$ cat src/tdcdh_pkg.sv
// types and constants shared by the tdc dither linearising histogram
// no dependencies
`timescale 1ns / 1ps

package tdcdh_pkg;

	localparam logic [1:0] ACT_LOAD   = 2'd0;
	localparam logic [1:0] ACT_PHOTON = 2'd1;
	localparam logic [1:0] ACT_READ   = 2'd2;

	localparam logic [1:0] REG_FIRST_CODE  = 2'd0;
	localparam logic [1:0] REG_LAST_CODE   = 2'd1;
	localparam logic [1:0] REG_INV_WIDTH   = 2'd2;
	localparam logic [1:0] REG_PEAK_OFFSET = 2'd3;

	localparam logic [31:0] LFSR_TAPS = 32'h8020_0003;
	localparam logic [27:0] START_MAX = 28'hFFF_FFFF;
	localparam logic [12:0] END_NONE  = 13'h1FFF;

	typedef struct packed {
		logic [1:0]  action;
		logic [11:0] code;
		logic [15:0] width_value;
		logic [11:0] out_bin;
	} in_item_t;

	typedef struct packed {
		logic        accepted;
		logic [11:0] bin_index;
		logic [31:0] count;
	} out_item_t;

	typedef struct packed {
		logic [11:0]        first_code;
		logic [12:0]        last_code;
		logic [23:0]        inverse_bin_width;
		logic signed [20:0] peak_offset;
	} cfg_t;

	typedef enum logic [1:0] {
		CMD_NONE,
		CMD_LOAD,
		CMD_PHOTON,
		CMD_READ
	} cmd_t;

	typedef struct packed {
		cmd_t        cmd;
		logic [11:0] code;
		logic [11:0] out_bin;
		logic [15:0] width_value;
		logic [31:0] frac;
		logic [27:0] start;
		logic [27:0] next_start;
	} cmd_entry_t;

	typedef enum logic [3:0] {
		B_CLEAR,
		B_IDLE,
		B_TABLE,
		B_TIME,
		B_MUL,
		B_SUM,
		B_MAP,
		B_HIST,
		B_RDH,
		B_OUT
	} back_state_t;

endpackage

$ cat src/tdcdh_queue.sv
// two entry command queue between front and back
// depends on tdcdh_pkg
`timescale 1ns / 1ps

module tdcdh_queue (
	input  logic                  clk,
	input  logic                  arst_n,
	input  logic                  push,
	input  tdcdh_pkg::cmd_entry_t wr_entry,
	output logic                  full,
	input  logic                  pop,
	output logic                  not_empty,
	output tdcdh_pkg::cmd_entry_t head
);

	tdcdh_pkg::cmd_entry_t mem_q [2];
	logic       wr_ptr_q;
	logic       rd_ptr_q;
	logic [1:0] cnt_q;

	assign full      = cnt_q == 2'd2;
	assign not_empty = cnt_q != 2'd0;
	assign head      = mem_q[rd_ptr_q];

	always_ff @(posedge clk) begin
		if (push) begin
			mem_q[wr_ptr_q] <= wr_entry;
		end
	end

	always_ff @(posedge clk or negedge arst_n) begin
		if (!arst_n) begin
			wr_ptr_q <= 1'b0;
			rd_ptr_q <= 1'b0;
			cnt_q    <= 2'd0;
		end else begin
			if (push) begin
				wr_ptr_q <= ~wr_ptr_q;
			end
			if (pop) begin
				rd_ptr_q <= ~rd_ptr_q;
			end
			cnt_q <= cnt_q + {1'b0, push} - {1'b0, pop};
		end
	end

endmodule

$ cat config.mk
export PLATFORM = sky130hd
export DESIGN_NAME = tdcdh_queue
export DESIGN_NICKNAME = d
export VERILOG_FILES = /design/src/tdcdh_pkg.sv /design/src/tdcdh_queue.sv
export SDC_FILE = /design/constraint.sdc
export NUM_CORES = 1
export LEC_CHECK = 0
export ABC_AREA = 1
export BUFFER_PORTS_ARGS = -buffer_cell sky130_fd_sc_hd__buf_2
export CAP_MARGIN = 15
export CORE_MARGIN = 3
export CORE_UTILIZATION = 50
export CTS_CLUSTER_DIAMETER = 80
export DETAILED_ROUTE_END_ITERATION = 10
export GPL_ROUTABILITY_DRIVEN = 1
export PLACE_DENSITY = 0.79
export SLEW_MARGIN = 20
export SYNTH_ARGS = -nofsm -noshare
export SYNTH_HDL_FRONTEND = slang
export SYNTH_SLANG_ARGS = --single-unit
$ cat constraint.sdc
create_clock -name clk -period 11.1 [get_ports clk]
set_clock_uncertainty 0.15 [all_clocks]
set_input_delay 2.22 -clock clk [delete_from_list [all_inputs] [get_ports clk]]
set_output_delay 2.22 -clock clk [all_outputs]
set_load 0.03 [all_outputs]
=== Word-level counts from Yosys, hierarchy flattened ===
Memories as Yosys holds them, arrays and structs flattened.
Index checks and enable logic that the tools add are counted.

* $add $sub $neg: 2
* Multiplexer cells: 2
* Order comparisons: 0
* Shifts and indexed selects: 0
* Bitwise logic cells: 2
* Multipliers: 0
* Reduce and logical (&&, ||, !) cells: 1
* Div/mod/pow operators: 0
* Eq/ne operators: 1

{| class="wikitable"
|+ Operators by type and width
! operator !! count
|-
| 2-bit by 1-bit adder with 2-bit output || 1
|-
| 2-bit equality test, second input constant || 1
|-
| 1-bit two-way mux || 2
|-
| 1-bit inverter || 2
|-
| 2-bit nonzero test || 1
|-
| 2-bit by 1-bit subtractor with 2-bit output || 1
|}

* Bits in latches: 0
* Bits in read-only memories: 0
* Memory bits (writable): 260
* Register bits: 4
* Memories kept: 1
* Output and inout port bits: 132

{| class="wikitable"
|+ Memory list
! name !! words !! width !! rd ports !! clocked after memory_dff !! wr ports !! line !! source
|-
| mem_q || 2 || 130 || 1 || 0 || 1 || tdcdh_queue.sv:16 || <nowiki>tdcdh_pkg::cmd_entry_t mem_q [2];</nowiki>
|}

=== Depth between registers and ports, before layout ===
* Word-level depth: 2
* Depth in mapped cells: 7
* Depth with buffers taken out: 7

=== Least setup slack after synthesis ===
No wires, ideal clock.

* Kind: input-to-reg
* From: input port push
* To: memory mem_q[0][0] (netlist bit), enable pin
* Data arrival time: 7.697 ns
* Buffers on the path: 0
* Stages: 2
* Library setup time: 0.624 ns
* Required time: 10.326 ns
* Slack: 2.628 ns
* Cell sequence: inv_1 -> nor2_1

* Cells in the longest elaborated chain, start to end: 2

{| class="wikitable"
|+ Ends and longest elaborated chain
! what !! line !! source
|-
| from (decl) || tdcdh_queue.sv:8 || <nowiki>input logic push,</nowiki>
|-
| 1-bit two-way mux || tdcdh_queue.sv:26 || <nowiki>if (push) begin</nowiki>
|-
| 1-bit two-way mux (implied by the code) || tdcdh_queue.sv:27 || <nowiki>mem_q[wr_ptr_q] <= wr_entry;</nowiki>
|-
| to (decl) || tdcdh_queue.sv:16 ||
|}

Every way passes these cells.

==> impl_metrics.json <==
{
  "drt_wl_total_um": 18350,
  "power_density_nw_per_um2": 285.9,
  "crit_required_ns": 8.73,
  "synthMuxAreaShare_pct": 0,
  "synth_seq_cells": 264,
  "slew_headroom_pct": 33.64,
  "yosys.area_share.simple_pct": 5.199,
  "grt_overflow": 0,
  "crit_path_start": "rd_ptr_q",
  "finalWorstSetupSlack_ns": 6.307,
  "grt_pass1_vias": 5732,
  "tns_ns": 0,
  "critPathArrivalTime_ns": 2.42,
  "syn_nets": 840,
  "layout-drive-gt1-share_pct": 36.98,
  "hold_path_class": "reg -> reg",
  "grt_usage_pct": 16.24,
  "path_clk_slew_ns": 0.06,
  "vias_per_cell": 4.727,
  "synth_fa_ha_area_share_pct": 0.2470,
  "yosysSeqAreaShare_pct": 78.04,
  "max_freq_mhz": 208.6,
  "ys_types": 16,
  "post_cts_buffers": 0,
  "vdd_drop_max_mv": 0.2606,
  "maxCapViolCount": 0,
  "leakage_nw": 5.310,
  "dpl_worst_slack_ns": 6.716,
  "antenna_found_initial": 3,
  "dp_hpwl_um": 11750,
  "cts.sinks": 264,
  "hold_viol": 0,
  "dieArea_um2": 22010,
  "synth_compound_gate_area_share_pct": 8.644,
  "fin_crit_sh_pct": 43.18,
  "fin_crit_ns": 4.793,
  "status": "completed",
  "mostFrequentLayoutCells": "buf_2 (265), edfxtp_1 (260), nand2_1 (137)",
  "grt_setup_unrepaired": "no",
  "coreArea_um2": 19650,
  "synthCells": 704,
  "synth_top_family_by_area": "compound AO/OA/AOI/OAI gates",
  "grt_max_degree": 262,
  "yosysTopAreaCellShare_pct": 77.06,
  "num-nets-final": 1110,
  "rows": 51,
  "clock_latency_ns": 0.51,
  "cts_buffers": 27,
  "synth-xor-area-share_pct": 0.1729,
  "io_pins": 266,
  "syn_area_um2": 10130,
  "h-tree-depth": 1,
  "layout_commonest_cell": "buf_2",
  "worst_setup_path_start_kind": "flip-flop",
  "root_buffer": "clkbuf_16",
  "cts_tree": "done",
  "grt_pass1_wl_um": 28460,
  "wl_per_cell_um": 14.54,
  "gp_congestion": 0.7142,
  "ant_nets": 0,
  "clk_path_buf_depth": 3,
  "drt_iter0_drc": 316,
  "initial_core_util_pct": 51.55,
  "critPathMaxFanout": 135,
  "hp-start": "wr_ptr_q",
  "io_buffers": 265,
  "synthTopCellsByArea": "edfxtp_1 (77%), o21ai_2 (5.2%), inv_1 (5.1%)",
  "syn_area_per_cell_um2": 14.39,
  "regToRegSetupSlack_ns": 8.67,
  "die_w_um": 148.4,
  "synth_top_area_cell": "edfxtp_1",
  "cts_hold_buffers": 0,
  "dr.pass1.iters": 5,
  "drc": 0,
  "slew_violations": 0,
  "die_h_um": 148.4,
  "vias": 5966,
  "timing.rr.start": "wr_ptr_q",
  "crit_path_end_kind": "output pin",
  "cts_resized": 0,
  "area_growth_pct": 22.88,
  "tightestPinTransition_ns": 0.9954,
  "final-setup-viol-count": 0,
  "synth_warnings": 0,
  "crit_type": "reg -> out"
}
-- routing by layer --
layer,vias up,wire [µm],GRT usage [%]
li1,2950,-,-
met1,2746,6886,18.95
met2,227,9207,28.36
met3,41,1639,5.271
met4,2,605,5.727
met5,-,13,0
-- final cells by class --
cell class	instances	area, µm²
clock inverters	14	121.4
diodes	2	5.005
multi-input cells	274	1453
well taps	265	331.6
repair buffers	270	1400
flip-flops and latches	264	7911
fillers	1467	7203
inverters	137	519.2
clock buffers	36	709.4
-- worst paths after layout --
path                            cells past startpoint             to
worst max-delay path                                5       head[81]
worst min-delay path                                1       wr_ptr_q
worst max register to register                      3  mem_q[1][128]
worst min register to register                      1       wr_ptr_q
max in group asynchronous                           1       rd_ptr_q
min in group asynchronous                           1       cnt_q[0]
-- synth_stat cells (all sizes together) --
| library cell | instances |
|---|---|
| nand2 | 137 |
| edfxtp | 260 |
| clkbuf | 6 |
| o21ai | 130 |
| buf | 23 |
| dfrtp | 4 |
| xor2 | 2 |
| ha | 2 |
| nand3 | 1 |
| inv | 137 |
| nor2 | 2 |
-- flip-flops by register name, summed over array words and instances, names as in the netlist --
name	cells
cnt_q	2
rd_ptr_q	1
wr_ptr_q	1
mem_q	260
-- worst max-delay path, cell delays in order, from the launching register on --
cell	delay, ns
dfrtp_4	0.41
buf_12	0.39
buf_16	0.47
nand2_1	0.18
o21ai_2	0.11
buf_2	0.23
-- stage by stage --
stage / cell area (µm²) / power, mW / utilization, % / instances / hold WS, ns
after detailed placement: 11580 / 2.750 / 58.94 / 1209 / 0.3903
after global routing: 12450 / 3.741 / 63.35 / 1262 / 0.4184
final: 12450 / 3.560 / 63.35 / 1262 / 0.3953
after CTS: 12410 / 3.599 / 63.17 / 1259 / 0.3980
after global placement: 11580 / 2.724 / 58.94 / 1209 / 0.3912
after floorplan: 10130 / 2.452 / - / 704 / 0.3134
-- cells by family after synthesis --
family | Yosys count
AO/OA/AOI/OAI | 130
adder cells (fa/ha/maj) | 2
AND/OR/NAND/NOR | 140
buffers and inverters | 166
XOR/XNOR | 2
flip-flops | 264
-- report_power, final --
group	switching, mW	internal, mW	total, mW
sequential	0.0430	1.33	1.37
clock	0.346	0.495	0.841
combinational	1.01	0.336	1.35
Power figures use the tool's default switching activity.
