--- src/tdcdh_pkg.sv ---
// types and constants shared by the tdc dither linearising histogram
// no dependencies
`timescale 1ns / 1ps

package tdcdh_pkg;

	localparam logic [1:0] ACT_LOAD   = 2'd0;
	localparam logic [1:0] ACT_PHOTON = 2'd1;
	localparam logic [1:0] ACT_READ   = 2'd2;

	localparam logic [1:0] REG_FIRST_CODE  = 2'd0;
	localparam logic [1:0] REG_LAST_CODE   = 2'd1;
	localparam logic [1:0] REG_INV_WIDTH   = 2'd2;
	localparam logic [1:0] REG_PEAK_OFFSET = 2'd3;

	localparam logic [31:0] LFSR_TAPS = 32'h8020_0003;
	localparam logic [27:0] START_MAX = 28'hFFF_FFFF;
	localparam logic [12:0] END_NONE  = 13'h1FFF;

	typedef struct packed {
		logic [1:0]  action;
		logic [11:0] code;
		logic [15:0] width_value;
		logic [11:0] out_bin;
	} in_item_t;

	typedef struct packed {
		logic        accepted;
		logic [11:0] bin_index;
		logic [31:0] count;
	} out_item_t;

	typedef struct packed {
		logic [11:0]        first_code;
		logic [12:0]        last_code;
		logic [23:0]        inverse_bin_width;
		logic signed [20:0] peak_offset;
	} cfg_t;

	typedef enum logic [1:0] {
		CMD_NONE,
		CMD_LOAD,
		CMD_PHOTON,
		CMD_READ
	} cmd_t;

	typedef struct packed {
		cmd_t        cmd;
		logic [11:0] code;
		logic [11:0] out_bin;
		logic [15:0] width_value;
		logic [31:0] frac;
		logic [27:0] start;
		logic [27:0] next_start;
	} cmd_entry_t;

	typedef enum logic [3:0] {
		B_CLEAR,
		B_IDLE,
		B_TABLE,
		B_TIME,
		B_MUL,
		B_SUM,
		B_MAP,
		B_HIST,
		B_RDH,
		B_OUT
	} back_state_t;

endpackage

--- src/tdcdh_front.sv ---
// front end: accepts items, range checks, advances dither lfsr and running start
// depends on tdcdh_pkg
`timescale 1ns / 1ps

module tdcdh_front #(
	parameter int NUM_CODES = 4096
) (
	input  logic                 clk,
	input  logic                 arst_n,
	input  tdcdh_pkg::cfg_t      cfg,
	input  logic                 push,
	input  tdcdh_pkg::in_item_t  sample,
	output logic                 full,
	input  logic                 q_full,
	input  logic                 clearing,
	output logic                 q_push,
	output tdcdh_pkg::cmd_entry_t q_entry
);

	localparam logic [16:0] NCODES = 17'(NUM_CODES);

	logic [31:0] lfsr_q;
	logic [27:0] rs_q;
	logic [31:0] lfsr_nx;
	logic        code_ok;
	logic [28:0] sum;

	assign full   = q_full | clearing;
	assign q_push = push & ~full;
	assign code_ok = {5'd0, sample.code} < NCODES;

	always_comb begin
		lfsr_nx = {1'b0, lfsr_q[31:1]} ^ (lfsr_q[0] ? tdcdh_pkg::LFSR_TAPS : 32'd0);
		q_entry.code        = sample.code;
		q_entry.out_bin     = sample.out_bin;
		q_entry.width_value = sample.width_value;
		q_entry.frac        = lfsr_nx;
		q_entry.start       = (sample.code == cfg.first_code) ? 28'd0 : rs_q;
		sum = {1'b0, q_entry.start} + {13'd0, sample.width_value};
		q_entry.next_start = (sum > {1'b0, tdcdh_pkg::START_MAX}) ?
			tdcdh_pkg::START_MAX : sum[27:0];
		case (sample.action)
			tdcdh_pkg::ACT_LOAD: begin
				q_entry.cmd = code_ok ? tdcdh_pkg::CMD_LOAD : tdcdh_pkg::CMD_NONE;
			end
			tdcdh_pkg::ACT_PHOTON: begin
				q_entry.cmd = (code_ok && sample.code >= cfg.first_code &&
					{1'b0, sample.code} < cfg.last_code) ?
					tdcdh_pkg::CMD_PHOTON : tdcdh_pkg::CMD_NONE;
			end
			tdcdh_pkg::ACT_READ: begin
				q_entry.cmd = tdcdh_pkg::CMD_READ;
			end
			default: begin
				q_entry.cmd = tdcdh_pkg::CMD_NONE;
			end
		endcase
	end

	always_ff @(posedge clk or negedge arst_n) begin
		if (!arst_n) begin
			lfsr_q <= '1;
			rs_q   <= '0;
		end else if (q_push) begin
			if (q_entry.cmd == tdcdh_pkg::CMD_PHOTON) begin
				lfsr_q <= lfsr_nx;
			end
			if (q_entry.cmd == tdcdh_pkg::CMD_LOAD) begin
				rs_q <= q_entry.next_start;
			end
		end
	end

endmodule

--- config.mk ---
export PLATFORM = sky130hd
export DESIGN_NAME = tdcdh_front
export DESIGN_NICKNAME = d
export VERILOG_FILES = /design/src/tdcdh_pkg.sv /design/src/tdcdh_front.sv
export SDC_FILE = /design/constraint.sdc
export NUM_CORES = 1
export LEC_CHECK = 0
export ABC_AREA = 1
export ABC_CLOCK_PERIOD_IN_PS = 4700
export BUFFER_PORTS_ARGS = -buffer_cell sky130_fd_sc_hd__buf_4
export CAP_MARGIN = 20
export CORE_ASPECT_RATIO = 0.5
export CORE_MARGIN = 4
export CORE_UTILIZATION = 49
export DETAILED_ROUTE_END_ITERATION = 12
export GPL_TIMING_DRIVEN = 0
export HOLD_SLACK_MARGIN = 0.03
export PLACE_DENSITY = 0.93
export SLEW_MARGIN = 20
export SYNTH_ARGS = -nofsm -noshare
export SYNTH_HDL_FRONTEND = slang
export SYNTH_SLANG_ARGS = --single-unit
--- constraint.sdc ---
create_clock -name clk -period 4.7 [get_ports clk]
set_clock_uncertainty 0.15 [all_clocks]
set_input_delay 0.705 -clock clk [delete_from_list [all_inputs] [get_ports clk]]
set_output_delay 0.705 -clock clk [all_outputs]
set_load 0.005 [all_outputs]
# Word-level counts from Yosys, hierarchy flattened
# Index checks and enable logic that the tools add are counted.
word_totals:
  elab_cells: 24
  out_inout_bits: 132
  register_bits: 60
classes:
  magnitude_cmp: 3
  n_reduce_logical: 4
  n_mux: 5
  addsub: 1
  bitwise_logic: 4
  n_eq_ne: 5
op_table:
  columns: ["operator", "count"]
  rows:
  - ["2-to-1 mux 28 bit", 2]
  - ["2-to-1 mux 32 bit", 1]
  - ["XOR 31 x 32 -> 32 bit", 1]
  - ["adder 28 x 16 -> 29 bit", 1]
  - ["> comparator 29 x 28 -> 1 bit (second input constant)", 1]
  - ["< comparator 12 x 13 -> 1 bit", 1]
  - ["== test 12 bit", 1]
  - [">= comparator 12 bit", 1]
  - ["case mux 2 bit (3 select lines)", 1]
  - ["== test 2 x 1 -> 1 bit (second input constant)", 2]
  - ["== test 2 bit (second input constant)", 2]
  - ["AND reduction 2 bit", 2]
  - ["logical NOT 2 bit", 1]
  - ["2-to-1 mux 2 bit", 1]
  - ["bitwise AND 1 bit", 1]
  - ["logical AND 1 bit", 1]
  - ["NOT 1 bit", 1]
  - ["bitwise OR 1 bit", 1]

# Logic depth before layout (Yosys ltp)
logic_depth:
  word_depth: 6
  depth_mapped: 26
  mapped_depth_nobuf: 23

# Worst setup path after synthesis
# OpenSTA, ideal clock, no wires.
synth_timing:
  path_kind: "in2out"
  start: "input port cfg[61] in the netlist's numbering"
  end: "output port q_entry[25] in the netlist's numbering"
  path_buffers: 3
  t_arrival_ns: 3.290
  slack_ns: 0.555
  t_required_ns: 3.845
  stages: 24
  cell_sequence: "inv_1 -> ha_1 -> nand2_2 -> nor2_4 -> nand3_4 -> buf_6 -> buf_2 -> nand2_1 -> inv_1 -> ha_1 -> inv_1 -> fa_1 -> inv_1 -> nand3_1 -> nand3_2 -> nand2_1 -> nand2_2 -> nand2_1 -> nand2_2 -> nand2_2 -> inv_4 -> nand2_8 -> buf_12 -> nand3_2"
synth_rtl:
  columns: ["item", "line", "source"]
  rows:
  - ["start: declaration", "tdcdh_front.sv:10", "input tdcdh_pkg::cfg_t cfg,"]
  - ["end: declaration", "tdcdh_front.sv:17", "output tdcdh_pkg::cmd_entry_t q_entry"]

==> metrics.md <==
| Metric | Value |
|---|---|
| Leak | `4.30 nW` |
| Fin. Hold Viols | `0` |
| Sequential Power Share | `23.0%` |
| Seq cells post-synth | `60` |
| R2r startpoint | `rs_q[0]$_DFFE_PN0P_` |
| Area grow syn2layout | `36.1%` |
| Die H | `83.4 µm` |
| Worst Tran Pin Value | `0.769 ns` |
| Peak supply drop | `0.219 mV` |
| Post-synth top cells | `nand2_1, inv_1, buf_4, ha_1, nand2_2` |
| Combinational power share | `55.0%` |
| Syn_nets | `926` |
| Register area share after synthesis | `27.7%` |
| Post-CTS Hold Buffers | `0` |
| Setup slack after layout | `0.164 ns` |
| CP endpoint kind | `output port` |
| Min-delay worst type | `primary input to async pin` |
| Switching share of power | `40.8%` |
| Maximum fanout along the worst path | `13` |
| Yosys synthesis warning count | `0` |
| Die X | `159 µm` |
| Final hold slack | `0.307 ns` |
| NumNets Final | `1136` |
| Number of global-route vias before repair | `5493` |
| FP Rows | `27` |
| Final period utilization | `96.5%` |
| Core area | `0.0110 mm²` |
| Cell taking the most area after synthesis | `nand2_1` |
| DR DRC count | `0` |
| R2R depth | `19` |
| Final setup violation count | `0` |
| EDFF count, synth | `0` |
| Met2 WL post-DR | `8420 µm` |
| Asr flop ratio synth | `100%` |
| Startpoint types | `primary input` |
| CP required | `3.85 ns` |
| Syn_area_per_cell | `7.24 µm²` |
| RePlAce Congestion | `0.907` |
| Wl on met1 | `6090 µm` |
| CTS buffer count | `9` |
| Layout cells sized above 1 | `44.8%` |
| Worst r2r dst | `rs_q[7]$_DFFE_PN0P_` |
| CP arrival | `3.68 ns` |
| Port buffer count | `191` |
| Unique cell type count in the Yosys netlist | `43` |
| WL final | `15800 µm` |
| Grt ovf | `0` |
| Reg clk slew, reported paths | `0.06 ns` |
| HPWL Detailed | `12200 µm` |
| Global Route Usage Sum | `22.9%` |
| Sw power | `0.00115 W` |
| Area contributors post-synth | `nand2_1, dfstp_2, dfrtp_1, buf_4, ha_1` |
| Max Root-Sink Buffers | `2` |
| Routed WL per cell | `14.0 µm` |
| Antenna Nets Post-Route | `0` |
| Pint | `0.00167 W` |
| Clock root buffer | `clkbuf_16` |
| DRT iter0 DRCs | `308` |
| Final core occ | `68.6%` |
| Setup WS pre-CTS | `-0.339 ns` |
| H-tree depth | `3` |
| DIE AREA | `0.0132 mm²` |
| Synth Flop Type | `dfstp_2` |
| Highest Signal Layer | `met4` |
| Synth top area share | `16.1%` |
| Outcome | `complete, no violations` |
| # IOs | `249` |
| Fin. max-slew vios | `0` |
| Routed via count | `5482` |
| R2r setup slk | `2.06 ns` |
| DR vias/cell | `4.86` |
| Largest net degree at the start of global routing | `61` |
| Antenna violations before repair | `0` |
| PwrDens | `373 mW/mm²` |
| Fin crit period | `4.54 ns` |
| DRT Pass-1 Iters | `6` |
| Kind of critical path | `primary input to output port` |
| Clock power share | `22.0%` |
| ANT cells | `0` |
| Clock Latency Late Sink | `0.33 ns` |
| First-pass GRT wire length | `25500 µm` |
| Peak Freq | `0.220 GHz` |
| Met3 Routed Length | `970 µm` |
| CTS tree | `built` |
| Max_cap viols | `0` |
| Multi-input gate area | `0.00290 mm²` |
| Fill cell count | `848` |
| Clock sink count | `60` |
| Synth Cell Area | `0.00556 mm²` |
| Slew headroom | `48.7%` |
| FF/Latch Area | `0.00154 mm²` |
| Cells after Synth | `769` |
| Initial Util | `50.4%` |
| Most common cell in the netlist | `nand2_1` |
kinds of logic after synthesis:
family          Yosys count  share of synthesized area, %
simple gates            366                          31.3
buf+inv                 221                          21.0
compound gates           68                          8.64
flops                    60                          27.7
fa+ha+maj                40                          9.13
xor+xnor                 14                          2.20
routing by layer:
layer | track usage (%) | vias to the layer above
met5 | 0 | -
met4 | 6.85 | 0
met1 | 26.2 | 2553
met3 | 4.46 | 35
met2 | 43.3 | 192
li1 | - | 2702
how the worst max path moves through the flow:
| stage | startpoint | end | slack, ns | depth (start not counted) |
|---|---|---|---|---|
| 3_3_place_gp | sample[31] | q_entry[25] | -0.29 | 21 |
| 5_1_grt | sample[39] | q_entry[26] | -0.03 | 22 |
| 3_5_place_dp | cfg[65] | q_entry[26] | -0.34 | 23 |
| 4_1_cts | cfg[61] | q_entry[15] | 0.04 | 25 |
| 2_1_floorplan | cfg[61] | q_entry[25] | 0.56 | 24 |
| 6_report | sample[39] | q_entry[26] | 0.16 | 22 |
metrics by stage:
step | area, µm² | setup TNS, ns | instances | power, W
after floorplan | 5560 | 0 | 769 | 0.00152
after global placement | 7180 | -6.77 | 1105 | 0.00211
after detailed placement | 7180 | -8.25 | 1105 | 0.00216
after CTS | 7450 | 0 | 1120 | 0.00279
after global routing | 7570 | -0.0335 | 1129 | 0.00302
final | 7570 | 0 | 1129 | 0.00283
critical path, cell delays in order:
cell     delay (ns)
buf_4          0.13
ha_1           0.31
nand2_2        0.08
nor2_4         0.15
nand3_4        0.15
buf_12         0.18
buf_4          0.19
nand2_1        0.08
inv_1          0.06
ha_1           0.36
nand2_1        0.10
inv_1          0.08
nand4_1        0.09
nand2_1        0.17
nand2_1        0.07
nand2_1        0.12
nand2_1        0.11
nand2_2        0.13
nand2_1        0.06
nand2_1        0.07
nand3_1        0.11
buf_4          0.16
flip-flops by register name (all words and copies together), names as in the netlist:
signal  cells
lfsr_q     32
rs_q       28
layout make-up:
class                      count  share of cell area, %
buffer                        85                   8.82
inverter                     135                   6.72
timing repair buffer         200                   19.8
tap                          145                   2.40
multi-input combinational    488                   38.2
sequential                    60                   20.4
clock inverter                 7                  0.677
clock buffer                   9                   2.97
cell usage in the layout (no fill, tap or decap), drive strengths merged:
| master | synthesis | layout |
|---|---|---|
| dfstp | 32 | 32 |
| nor2 | 32 | 32 |
| dfrtp | 28 | 28 |
| a211oi | 1 | 1 |
| nand3 | 40 | 40 |
| ha | 39 | 39 |
| fa | 1 | 1 |
| clkbuf | 5 | 14 |
| o21bai | 1 | 1 |
| xor2 | 5 | 5 |
| nand4 | 5 | 5 |
| xnor2 | 9 | 9 |
| clkinv | 1 | 6 |
| o21ai | 40 | 40 |
| and2 | 2 | 2 |
| or2 | 3 | 3 |
| and3 | 2 | 2 |
| nor3 | 4 | 4 |
| a21oi | 24 | 24 |
| buf | 81 | 280 |
| o21a | 1 | 1 |
| inv | 134 | 136 |
| a31oi | 1 | 1 |
| nand2 | 277 | 277 |
| nand3b | 1 | 1 |
power groups by stage:
stage | Combinational, W | Sequential [W] | Clock (W)
after floorplan | 0.000876 | 0.000643 | 0
after global placement | 0.00146 | 0.000652 | 0
after detailed placement | 0.00150 | 0.000657 | 0
after CTS | 0.00151 | 0.000651 | 0.000624
after global routing | 0.00171 | 0.000660 | 0.000651
final | 0.00155 | 0.000652 | 0.000622
what timing repair did:
item	4_1_cts	5_1_grt
hold endpoints to repair	0	0
resized for setup	1	12
pin swaps	0	1
gates cloned	0	0
setup buffers	0	9
endpoints found under the setup margin	28	28
(Power assumes the default switching activity.)
